==> src/hw/rtl/kmpq_pkg.sv <==
// Shared types and constants for the keyed max-priority queue.
// Used by kmpq_store and the keyed_max_priority_queue top level.
package kmpq_pkg;

  localparam int unsigned FuncW = 2;
  localparam int unsigned PrioW = 32;
  localparam int unsigned StatW = 3;
  localparam int unsigned KeyPortW = 16;

  typedef enum logic [FuncW-1:0] {
    FUNC_INSERT  = 2'd0,
    FUNC_EXTRACT = 2'd1,
    FUNC_SETPRI  = 2'd2,
    FUNC_NONE    = 2'd3
  } func_e;

  typedef enum logic [StatW-1:0] {
    ST_OK     = 3'd0,
    ST_DUP    = 3'd1,
    ST_EMPTY  = 3'd2,
    ST_FULL   = 3'd3,
    ST_ABSENT = 3'd4
  } status_e;

  // Outcome of a full scan over the store.
  typedef struct packed {
    logic hit;
    logic free_found;
    logic max_found;
  } scan_res_t;

  // Does (pa, ka) order above (pb, kb)?
  function automatic logic above(input logic signed [PrioW-1:0] pa,
                                 input logic [KeyPortW-1:0] ka,
                                 input logic signed [PrioW-1:0] pb,
                                 input logic [KeyPortW-1:0] kb);
    if (pa != pb) begin
      return pa > pb;
    end
    return ka > kb;
  endfunction

endpackage

==> src/hw/rtl/kmpq_store.sv <==
// Entry memories of the queue with a valid bit per slot.
// Depends on kmpq_pkg. Synchronous read: read data and the read valid bit are registered.
module kmpq_store #(
  parameter int unsigned Capacity = 64,
  parameter int unsigned IdxW = 6
) (
  input  logic                           clk_i,
  input  logic                           rst_ni,
  input  logic [IdxW-1:0]                rd_idx_i,
  output logic [kmpq_pkg::KeyPortW-1:0]  rd_key_o,
  output logic signed [kmpq_pkg::PrioW-1:0] rd_pri_o,
  output logic                           rd_valid_o,
  input  logic                           wr_en_i,
  input  logic [IdxW-1:0]                wr_idx_i,
  input  logic [kmpq_pkg::KeyPortW-1:0]  wr_key_i,
  input  logic signed [kmpq_pkg::PrioW-1:0] wr_pri_i,
  input  logic                           set_valid_i,
  input  logic                           clr_valid_i
);
  import kmpq_pkg::*;

  logic [KeyPortW-1:0]     key_mem [Capacity];
  logic signed [PrioW-1:0] pri_mem [Capacity];
  logic [Capacity-1:0]     valid_q;

  always_ff @(posedge clk_i) begin
    if (wr_en_i) begin
      key_mem[wr_idx_i] <= wr_key_i;
      pri_mem[wr_idx_i] <= wr_pri_i;
    end
    rd_key_o <= key_mem[rd_idx_i];
    rd_pri_o <= pri_mem[rd_idx_i];
  end

  always_ff @(posedge clk_i or negedge rst_ni) begin
    if (!rst_ni) begin
      valid_q    <= '0;
      rd_valid_o <= 1'b0;
    end else begin
      if (set_valid_i) valid_q[wr_idx_i] <= 1'b1;
      if (clr_valid_i) valid_q[wr_idx_i] <= 1'b0;
      rd_valid_o <= valid_q[rd_idx_i];
    end
  end

endmodule

==> src/hw/rtl/keyed_max_priority_queue.sv <==
// Keyed max-priority queue over one entry memory scanned slot by slot.
// A scan reads one slot a cycle through the single read port, then the S_WRITE
// state writes back and registers the result, and S_OUT raises out_valid.
// The next transaction is taken once the result has left.
// Reset clears all valid bits and the count; memory contents are left alone.
module keyed_max_priority_queue #(
  parameter int unsigned Capacity = 64,
  parameter int unsigned KeyBits = 16
) (
  input  logic                               clk_i,
  input  logic                               rst_ni,
  input  logic                               in_valid_i,
  output logic                               in_stall_o,
  input  logic [kmpq_pkg::FuncW-1:0]         func_i,
  input  logic [kmpq_pkg::KeyPortW-1:0]      key_i,
  input  logic signed [kmpq_pkg::PrioW-1:0]  priority_req_i,
  output logic                               out_valid_o,
  input  logic                               out_stall_i,
  output logic [kmpq_pkg::KeyPortW-1:0]      out_key_o,
  output logic signed [kmpq_pkg::PrioW-1:0]  out_priority_o,
  output logic [kmpq_pkg::StatW-1:0]         status_o
);
  import kmpq_pkg::*;

  localparam int unsigned IdxW = (Capacity > 1) ? $clog2(Capacity) : 1;
  localparam int unsigned CntW = $clog2(Capacity + 1);
  localparam logic [KeyPortW-1:0] KeyMask =
    (KeyBits >= KeyPortW) ? {KeyPortW{1'b1}} : KeyPortW'((1 << KeyBits) - 1);

  typedef enum logic [3:0] {
    S_IDLE  = 4'b0001,
    S_SCAN  = 4'b0010,
    S_WRITE = 4'b0100,
    S_OUT   = 4'b1000
  } state_e;

  state_e state_q, state_d;
  logic [FuncW-1:0]     func_q;
  logic [KeyPortW-1:0]  key_q;
  logic signed [PrioW-1:0] pri_q;
  logic [IdxW:0]        rd_cnt_q;   // next slot to issue, counts to Capacity
  logic [IdxW:0]        chk_cnt_q;  // slot whose data arrives this cycle
  logic                 chk_en_q;
  scan_res_t            res_q;
  logic [IdxW-1:0]      hit_idx_q, free_idx_q, max_idx_q;
  logic [KeyPortW-1:0]  max_key_q;
  logic signed [PrioW-1:0] max_pri_q;
  logic [CntW-1:0]      count_q;

  logic                 out_valid_q;
  logic [KeyPortW-1:0]  out_key_q;
  logic signed [PrioW-1:0] out_pri_q;
  logic [StatW-1:0]     status_q;

  logic [KeyPortW-1:0]  rd_key;
  logic signed [PrioW-1:0] rd_pri;
  logic                 rd_valid;
  logic                 wr_en, set_v, clr_v;
  logic [IdxW-1:0]      wr_idx;
  logic [StatW-1:0]     st;
  logic                 take;

  assign take = in_valid_i && !in_stall_o;
  assign in_stall_o = (state_q != S_IDLE) || out_valid_q;

  // Outcome status of the scanned transaction.
  always_comb begin
    st = ST_OK;
    unique case (func_q)
      FUNC_INSERT: begin
        if (res_q.hit) st = ST_DUP;
        else if (!res_q.free_found) st = ST_FULL;
      end
      FUNC_EXTRACT: if (!res_q.max_found) st = ST_EMPTY;
      FUNC_SETPRI:  if (!res_q.hit) st = ST_ABSENT;
      default: st = ST_OK;
    endcase
  end

  always_comb begin
    wr_en = 1'b0;
    set_v = 1'b0;
    clr_v = 1'b0;
    wr_idx = hit_idx_q;
    if (state_q == S_WRITE && st == ST_OK) begin
      unique case (func_q)
        FUNC_INSERT: begin
          wr_en = 1'b1; set_v = 1'b1; wr_idx = free_idx_q;
        end
        FUNC_EXTRACT: begin
          clr_v = 1'b1; wr_idx = max_idx_q;
        end
        FUNC_SETPRI: begin
          wr_en = 1'b1; wr_idx = hit_idx_q;
        end
        default: ;
      endcase
    end
  end

  kmpq_store #(.Capacity(Capacity), .IdxW(IdxW)) u_store (
    .clk_i, .rst_ni,
    .rd_idx_i   (rd_cnt_q[IdxW-1:0]),
    .rd_key_o   (rd_key),
    .rd_pri_o   (rd_pri),
    .rd_valid_o (rd_valid),
    .wr_en_i    (wr_en),
    .wr_idx_i   (wr_idx),
    .wr_key_i   (key_q),
    .wr_pri_i   (pri_q),
    .set_valid_i(set_v),
    .clr_valid_i(clr_v)
  );

  always_comb begin
    state_d = state_q;
    unique case (state_q)
      S_IDLE:  if (take) state_d = S_SCAN;
      S_SCAN:  if (chk_en_q && chk_cnt_q == (IdxW+1)'(Capacity - 1)) state_d = S_WRITE;
      S_WRITE: state_d = S_OUT;
      S_OUT:   state_d = S_IDLE;
      default: state_d = S_IDLE;
    endcase
  end

  always_ff @(posedge clk_i or negedge rst_ni) begin
    if (!rst_ni) begin
      state_q     <= S_IDLE;
      rd_cnt_q    <= '0;
      chk_cnt_q   <= '0;
      chk_en_q    <= 1'b0;
      res_q       <= '0;
      count_q     <= '0;
      out_valid_q <= 1'b0;
    end else begin
      state_q <= state_d;
      if (out_valid_q && !out_stall_i) out_valid_q <= 1'b0;
      if (take) begin
        rd_cnt_q <= '0;
        chk_en_q <= 1'b0;
        res_q    <= '0;
      end else if (state_q == S_SCAN) begin
        chk_en_q  <= rd_cnt_q < (IdxW+1)'(Capacity);
        chk_cnt_q <= rd_cnt_q;
        if (rd_cnt_q < (IdxW+1)'(Capacity)) rd_cnt_q <= rd_cnt_q + 1'b1;
        if (chk_en_q) begin
          if (rd_valid && rd_key == key_q && !res_q.hit) res_q.hit <= 1'b1;
          if (!rd_valid && !res_q.free_found) res_q.free_found <= 1'b1;
          if (rd_valid && (!res_q.max_found ||
              above(rd_pri, rd_key, max_pri_q, max_key_q))) res_q.max_found <= 1'b1;
        end
      end
      if (state_q == S_WRITE) begin
        if (set_v) count_q <= count_q + 1'b1;
        if (clr_v) count_q <= count_q - 1'b1;
      end
      if (state_q == S_OUT) out_valid_q <= 1'b1;
    end
  end

  always_ff @(posedge clk_i) begin
    if (take) begin
      func_q <= func_i;
      key_q  <= key_i & KeyMask;
      pri_q  <= priority_req_i;
    end
    if (state_q == S_SCAN && chk_en_q) begin
      if (rd_valid && rd_key == key_q && !res_q.hit) hit_idx_q <= chk_cnt_q[IdxW-1:0];
      if (!rd_valid && !res_q.free_found) free_idx_q <= chk_cnt_q[IdxW-1:0];
      if (rd_valid && (!res_q.max_found ||
          above(rd_pri, rd_key, max_pri_q, max_key_q))) begin
        max_idx_q <= chk_cnt_q[IdxW-1:0];
        max_key_q <= rd_key;
        max_pri_q <= rd_pri;
      end
    end
    if (state_q == S_WRITE) begin
      status_q <= st;
      if (func_q == FUNC_EXTRACT && st == ST_OK) begin
        out_key_q <= max_key_q;
        out_pri_q <= max_pri_q;
      end else begin
        out_key_q <= '0;
        out_pri_q <= '0;
      end
    end
  end

  assign out_valid_o    = out_valid_q;
  assign out_key_o      = out_key_q;
  assign out_priority_o = out_pri_q;
  assign status_o       = status_q;

  a_no_take_busy: assert property (@(posedge clk_i) disable iff (!rst_ni)
    (state_q != S_IDLE) |-> !take) else $error("transaction taken while busy");
  a_count_bound: assert property (@(posedge clk_i) disable iff (!rst_ni)
    count_q <= CntW'(Capacity)) else $error("count overflow");
  a_one_write: assert property (@(posedge clk_i) disable iff (!rst_ni)
    !(set_v && clr_v)) else $error("set and clear together");
  a_out_after: assert property (@(posedge clk_i) disable iff (!rst_ni)
    (state_q == S_OUT) |=> out_valid_q) else $error("result lost");

endmodule

==> config.mk <==
export PLATFORM = sky130hd
export DESIGN_NAME = keyed_max_priority_queue
export DESIGN_NICKNAME = d
export VERILOG_FILES = /design/src/hw/rtl/kmpq_pkg.sv /design/src/hw/rtl/kmpq_store.sv /design/src/hw/rtl/keyed_max_priority_queue.sv
export SDC_FILE = /design/constraint.sdc
export NUM_CORES = 2
export LEC_CHECK = 0
export BUFFER_PORTS_ARGS = -buffer_cell sky130_fd_sc_hd__buf_2
export CAP_MARGIN = 20
export CELL_PAD_IN_SITES_DETAIL_PLACEMENT = 1
export CELL_PAD_IN_SITES_GLOBAL_PLACEMENT = 2
export CORE_MARGIN = 3
export CORE_UTILIZATION = 35
export CTS_CLUSTER_DIAMETER = 150
export DETAILED_ROUTE_END_ITERATION = 8
export PLACE_DENSITY_LB_ADDON = 0.2
export SYNTH_ARGS = -nofsm -noshare
export SYNTH_HDL_FRONTEND = slang
export SYNTH_SLANG_ARGS = --single-unit
==> constraint.sdc <==
create_clock -name clk_i -period 6.6 [get_ports clk_i]
set_clock_uncertainty 0.1 [all_clocks]
set_input_delay 1.32 -clock clk_i [delete_from_list [all_inputs] [get_ports clk_i]]
set_output_delay 1.32 -clock clk_i [all_outputs]
set_load 0.02 [all_outputs]
==> flow_summary.json <==
{
  "power_density_mw_per_mm2": 369,
  "dpl.hpwl_mm": 233,
  "tightest_slew_ns": 1.13,
  "final_area_mm2": 0.148,
  "core_area_mm2": 0.363,
  "tns_ns": 0,
  "setup_viol": 0,
  "synth_commonest_cells": "edfxtp_1 (3,239), mux4_2 (980), clkbuf_1 (171), a21oi_1 (152), nor2_1 (134)",
  "worstHoldPathType": "in -> async",
  "timing.final.ws_setup_ns": 1.73,
  "synthFlopType": "edfxtp_1",
  "grt_pass1_vias": 61900,
  "place_area_mm2": 0.136,
  "yosys.cell_types.count": 60,
  "worstSetupStartpointType": "flip-flop",
  "synth_fp_nets": 5478,
  "holdWs_ns": 0.327,
  "drive_gt1_share_pct": 32.1,
  "fp.dieH_um": 611,
  "syn_inst": 5375,
  "r2r_start": "state_q[1]$_DFFE_PN0P_",
  "grt-ovfl-total": 0,
  "grt_antenna_before_repair": 38,
  "finalCritPeriodShare_pct": 73.8,
  "clkTransAtPathRegs_ns": 0.06,
  "final_util_pct": 40.8,
  "cp_data_required_time_ns": 7.10,
  "r2r_cells": 7,
  "drc": 0,
  "wl_mm": 384,
  "synth_area_leaders": "edfxtp_1 (76%), mux4_2 (17%), dfrtp_1 (1.7%)",
  "synthArstFlopShare_pct": 2.61,
  "clk_latency_ns": 0.94,
  "slew_viol_final": 0,
  "maxCapViolCount": 0,
  "slew_headroom_pct": 24.2,
  "ant_nets": 0,
  "first_pass_iters": 5,
  "critical_path_class": "reg -> reg",
  "cts-buffers-inserted": 359,
  "place_congestion": 0.798,
  "cts.sinks": 3375,
  "port_buffers": 106,
  "cts_tree": "done",
  "slowest_delay_ns": 0.99,
  "ys_warn_count": 0,
  "synth_seq_area_share_pct": 78.4,
  "finalNonFillerCells": 10900,
  "rrSetupSlack_ns": 1.73,
  "die_w_um": 611,
  "cp_cell_sequence": "or4b_1, inv_4, a2bb2oi_4, nor2_1, nand2_1, nor2_4, buf_4",
  "crit_arrival_ns": 5.37,
  "synth_edf_count": 3239,
  "reg2reg_to": "u_store.pri_mem[28][22]$_DFFE_PP_",
  "vias_per_cell": 5.51,
  "io_pins": 107,
  "post_cts_resized": 0,
  "layout.nets": 5922,
  "cts-root-buf": "clkbuf_16",
  "yosysTopAreaCellShare_pct": 76.0,
  "cp_max_fo": 62,
  "peakVddDrop_v": 0.000199,
  "fmax_mhz": 205,
  "holdBufCountCts": 0,
  "path_delay_family": "simple AND/OR/NAND/NOR gates",
  "htree_levels": 5,
  "p_total_mw": 54.7,
  "hold_viol": 0,
  "period_needed_ns": 4.87,
  "post_cts_buffers": 0,
  "syn_area_mm2": 0.128,
  "leakage_nw": 45.6,
  "crit_path_end_kind": "flip-flop",
  "ys_ff_latch": 3375,
  "vias": 60200,
  "synth_area_leader_cell": "edfxtp_1",
  "wl_per_cell_um": 35.1,
  "rsz0062_at_grt": "no",
  "dieArea_mm2": 0.373,
  "start_util_pct": 35.2,
  "grt_pass1_wl_mm": 527,
  "grt.total_usage_pct": 20.4,
  "grt_max_degree": 79,
  "drtIter0Drc": 7728,
  "avgSynthCellArea_um2": 23.8,
  "area_delta_synth_final_pct": 15.8,
  "cp_num_buf_inv": 2,
  "critPathSlowestCell": "nor2_4",
  "outcome": "complete, no violations",
  "synth_most_common_cell": "edfxtp_1",
  "placed_cells": 10200,
  "placementRows": 221,
  "clockBufferDepth": 4,
  "post-place-ws_ns": 1.78
}
==> where the power goes <==
| group | switching (mW) | leakage [nW] | internal, mW |
|---|---|---|---|
| Sequential | 0.617 | 30.8 | 24.6 |
| Combinational | 5.43 | 9.06 | 3.83 |
| Clock | 8.53 | 5.75 | 11.7 |
| Total | 14.6 | 45.6 | 40.2 |
==> cells in the final DEF (no fill, tap or decap), types with 63 or more instances in the layout <==
cell type	count
a21oi_1	152
a22oi_1	98
buf_2	105
buf_4	194
clkbuf_1	77
clkbuf_16	368
clkinv_1	63
clkinv_2	70
dfrtp_1	83
edfxtp_1	3239
mux4_2	980
nand2_1	93
nor2_1	69
nor2_4	73
==> worst max-delay path by stage <==
stage	start	endpoint	slack [ns]	cells past startpoint
after CTS	state_q[1]$_DFFE_PN0P_	u_store.key_mem[28][0]$_DFFE_PP_	1.73	7
after floorplan	state_q[1]$_DFFE_PN0P_	u_store.key_mem[0][0]$_DFFE_PP_	1.47	7
after global routing	state_q[1]$_DFFE_PN0P_	u_store.pri_mem[6][21]$_DFFE_PP_	1.50	7
final	state_q[1]$_DFFE_PN0P_	u_store.pri_mem[28][22]$_DFFE_PP_	1.73	7
after detailed placement	state_q[1]$_DFFE_PN0P_	u_store.key_mem[28][5]$_DFFE_PP_	1.78	7
after global placement	state_q[1]$_DFFE_PN0P_	u_store.pri_mem[19][16]$_DFFE_PP_	1.72	6
==> worst register-to-register path, cell delays in order (launching register included) <==
cell and delay, ns:
dfrtp_1 0.44, or4b_1 0.73, inv_4 0.71, a2bb2oi_4 0.26
nor2_1 0.21, nand2_1 0.66, nor2_4 1.02, buf_4 0.41
==> registers in the layout, indices dropped and copies added, names as in the netlist, 7 cells and up <==
register          cells
u_store.pri_mem    2048
pri_q                32
max_pri_q            32
out_priority_o       32
u_store.key_mem    1024
u_store.rd_key_o     16
out_key_o            16
rd_cnt_q              7
chk_cnt_q             7
u_store.rd_pri_o     32
max_key_q            16
u_store.valid_q      64
key_q                16
==> final cells by class <==
type	count	area [um2]
Antenna cell	20	50.0
Timing Repair Buffer	347	2940
Tap cell	4794	6000
Sequential cell	3375	100000
Clock inverter	198	2000
Clock buffer	462	9730
Fill cell	33700	215000
Multi-Input combinational cell	1680	26800
Inverter	56	215
==> routing by layer <==
metal  wire length (um)  GRT usage (%)
met5                 27              0
met1             168000           29.8
met4               8020           4.34
met2             184000           32.5
met3              23900           2.95
==> cells by family (layout without fill, tap and decap cells) <==
logic type | after synthesis | count (layout) | synth area share, %
compound gates | 295 | 295 | 1.46
xor+xnor | 19 | 19 | 0.130
fa+ha+maj | 49 | 49 | 0.479
buf+inv | 320 | 1063 | 1.00
flops | 3375 | 3375 | 78.4
mux | 982 | 982 | 17.3
other cells | 0 | 20 | 0
simple gates | 335 | 335 | 1.23
No activity file was read; power rests on OpenSTA's default activity.
